[src/sv/glcm_ram.sv]
// ----------------------------------------------------------------------------
// GLCM generic RAM
// Single write port, single read port, registered read data.
// ----------------------------------------------------------------------------
module glcm_ram #(
   parameter int WIDTH = 8,
   parameter int DEPTH = 16
) (
   input  logic                     clock,
   input  logic                     wr_en,
   input  logic [$clog2(DEPTH)-1:0] wr_addr,
   input  logic [WIDTH-1:0]         wr_data,
   input  logic [$clog2(DEPTH)-1:0] rd_addr,
   output logic [WIDTH-1:0]         rd_data
);
   logic [WIDTH-1:0] mem [DEPTH];

   always_ff @(posedge clock) begin
      if (wr_en) begin
         mem[wr_addr] <= wr_data;
      end
      rd_data <= mem[rd_addr];
   end
endmodule
[config.mk]
export PLATFORM = sky130hd
export DESIGN_NAME = glcm_ram
export DESIGN_NICKNAME = d
export VERILOG_FILES = /design/src/sv/glcm_ram.sv
export SDC_FILE = /design/constraint.sdc
export NUM_CORES = 1
export LEC_CHECK = 0
export ABC_CLOCK_PERIOD_IN_PS = 4300
export BUFFER_PORTS_ARGS = -buffer_cell sky130_fd_sc_hd__buf_2
export CAP_MARGIN = 20
export CORE_MARGIN = 1.5
export CORE_UTILIZATION = 25
export DETAILED_ROUTE_END_ITERATION = 10
export PLACE_DENSITY_LB_ADDON = 0.08
export REMOVE_ABC_BUFFERS = 1
export SYNTH_ARGS = -nofsm -noshare
export SYNTH_HDL_FRONTEND = slang
export SYNTH_SLANG_ARGS = --single-unit
[constraint.sdc]
create_clock -name clock -period 4.3 [get_ports clock]
set_clock_uncertainty 0.1 [all_clocks]
set_input_delay 0.43 -clock clock [delete_from_list [all_inputs] [get_ports clock]]
set_output_delay 0.43 -clock clock [all_outputs]
set_load 0.005 [all_outputs]
==> metrics.yaml <==
grt_pass1_wl_um: 17400
worstReg2RegEnd: "rd_data[2]"
reg2reg_depth: 3
synth_area_sq_um: 5150
max_stage_delay_ps: 590
placed_area_sq_um: 5590
path_clk_slew_ps: 60
crit_path_end: "rd_data[2]"
synth_cells: 229
wl_met3_um: 554
route.met2.wl_um: 5110
synth_top_area_share: 0.747
drive_above_1_share: 0.278
status: "completed"
root_buffer: "clkbuf_16"
grt_max_degree: 33
ir_worst_vdd_mv: 0.202
final_common_cell: "edfxtp_1"
postSynthAreaPerCell_sq_um: 22.5
antenna_found_initial: 0
tns_ps: 0
fill_cells: 1957
finish.instance_area_sq_um: 6190
p_leak_nw: 2.04
slew_headroom: 0.264
ys_seq_elements: 136
worst_pin_slew_ps: 1100
cts_resized: 0
cts.path.max_buffers: 2
rsz0062_at_grt: "false"
cts_buffers: 17
power.total_mw: 3.09
cts_post_setup_buffers_inserted: 0
clock_sink_count: 136
overflow: 0
firstDrtPassIters: 4
seq_area_frac_synth: 0.778
crit_family: "buffers and inverters"
io_buffer_count: 25
nets: 290
drt_iter0_drc: 202
synth.distinct_cells: 19
dp.final_hpwl_um: 7210
min_path_type: "in -> reg"
crit_fanout: 19
synth_area_leaders: "edfxtp_1 75%, mux4_2 7.9%, mux4_1 7.1%"
cts_hold_buf: 0
power.density_nw_per_um2: 499
yosysTopAreaCell: "edfxtp_1"
worst_setup_path_end_kind: "register"
chipWidth_um: 146
hold_viol: 0
final_cell_mix: "128 x edfxtp_1, 25 x buf_2, 18 x mux4_2, 17 x clkbuf_16, 16 x a22oi_1"
cpMaxStageDelayCell: "mux4_1"
max_cap_viol_count: 0
design.core.area_sq_um: 20200
holdWs_ps: 307
wl_per_cell_um: 21.0
yosys_warnings: 0
setup_viol_count_final: 0
wl_met1_um: 5830
worstPathCellList: "buf_2, buf_4, mux4_1, a22oi_1, nand2_1"
ctsHtreeMaxLevel: 4
initial_utilization: 0.254
max_freq_mhz: 491
fin_util: 0.306
dieArea_sq_um: 21500
die_h_um: 146
cts_tree: "built"
diodes: 0
drcViolationCount: 0
maxSlewViolCount: 0
fin_crit_ps: 2040
io_pins: 26
timing.critical_path.buf_inv: 2
crit_cells: 5
top_layer: "met4"
reg2reg_slack_ps: 2840
min_period_over_period: 0.473
via_per_inst: 4.31
startpoint_type: "input port"
cp-startpoint: "rd_addr[0]"
num_rows: 52
path_class: "in -> reg"
rr_startpoint: "mem[1][2]"
min_path_cells: 1
totalWireLength_um: 11700
vias: 2389
clk_latency_ps: 410
crit_required_ps: 4500
grt_usage: 0.118
arrival_ps: 2230
antenna_left: 0
syn_to_final_growth_pct: 20.3
place_congestion: 0.643
grt_pass1_vias: 2498
==> logic make-up after synthesis <==
group / Yosys count / share of synthesized area
AO/OA/AOI/OAI: 16 / 0.0233
buffers and inverters: 10 / 0.0168
flip-flops: 136 / 0.778
multiplexers: 32 / 0.150
AND/OR/NAND/NOR: 35 / 0.0318
==> sequential cells by signal (all words and copies together), names as in the netlist <==
register / cells
rd_data: 8
mem: 128
==> power by group <==
group          internal [mW]  leakage (nW)  total (mW)  switching, mW
Clock                  0.952         0.293        1.46          0.507
Combinational         0.0554         0.520       0.136         0.0807
Sequential              1.48          1.22        1.49        0.00903
Total                   2.49          2.04        3.09          0.597
==> how the worst min path moves through the flow <==
stage,start,end
floorplan,wr_data[0],mem[0][0]
global placement,mem[13][6],rd_data[6]
detailed placement,mem[14][6],rd_data[6]
CTS,wr_data[0],mem[13][0]
global route,wr_data[0],mem[13][0]
finish,wr_data[4],mem[6][4]
==> per-layer routing <==
metal,track usage,vias up
li1,-,1058
met1,0.173,1269
met2,0.163,53
met3,0.0356,9
met4,0.0485,0
met5,0,-
==> synth_stat cells <==
| master | number |
|---|---|
| edfxtp_1 | 128 |
| mux4_2 | 18 |
| a22oi_1 | 16 |
| mux4_1 | 14 |
| nor2_1 | 13 |
| nand2_1 | 9 |
| dfxtp_1 | 8 |
| nor3_1 | 4 |
| buf_2 | 3 |
| buf_6 | 3 |
| clkdlybuf4s25_2 | 3 |
| nand2b_1 | 2 |
| nand3b_1 | 2 |
| and2_1 | 1 |
| and2b_1 | 1 |
| buf_4 | 1 |
| nand3_1 | 1 |
| nor2b_1 | 1 |
| or3b_2 | 1 |
==> final cells by class <==
class / count / area, sq um / share of cell area
Sequential cell: 136 / 4000 / 0.647
Clock buffer: 18 / 429 / 0.0693
Tap cell: 270 / 338 / 0.0546
Timing Repair Buffer: 34 / 204 / 0.0329
Multi-Input combinational cell: 83 / 1060 / 0.171
Clock inverter: 13 / 160 / 0.0259
==> per-stage QoR <==
step	cells	worst slack [ps]
3_3_place_gp	520	1720
5_1_grt	554	2130
6_report	554	2260
4_1_cts	553	2170
2_1_floorplan	219	2280
3_5_place_dp	522	1730
Power figures use the tool's default switching activity.
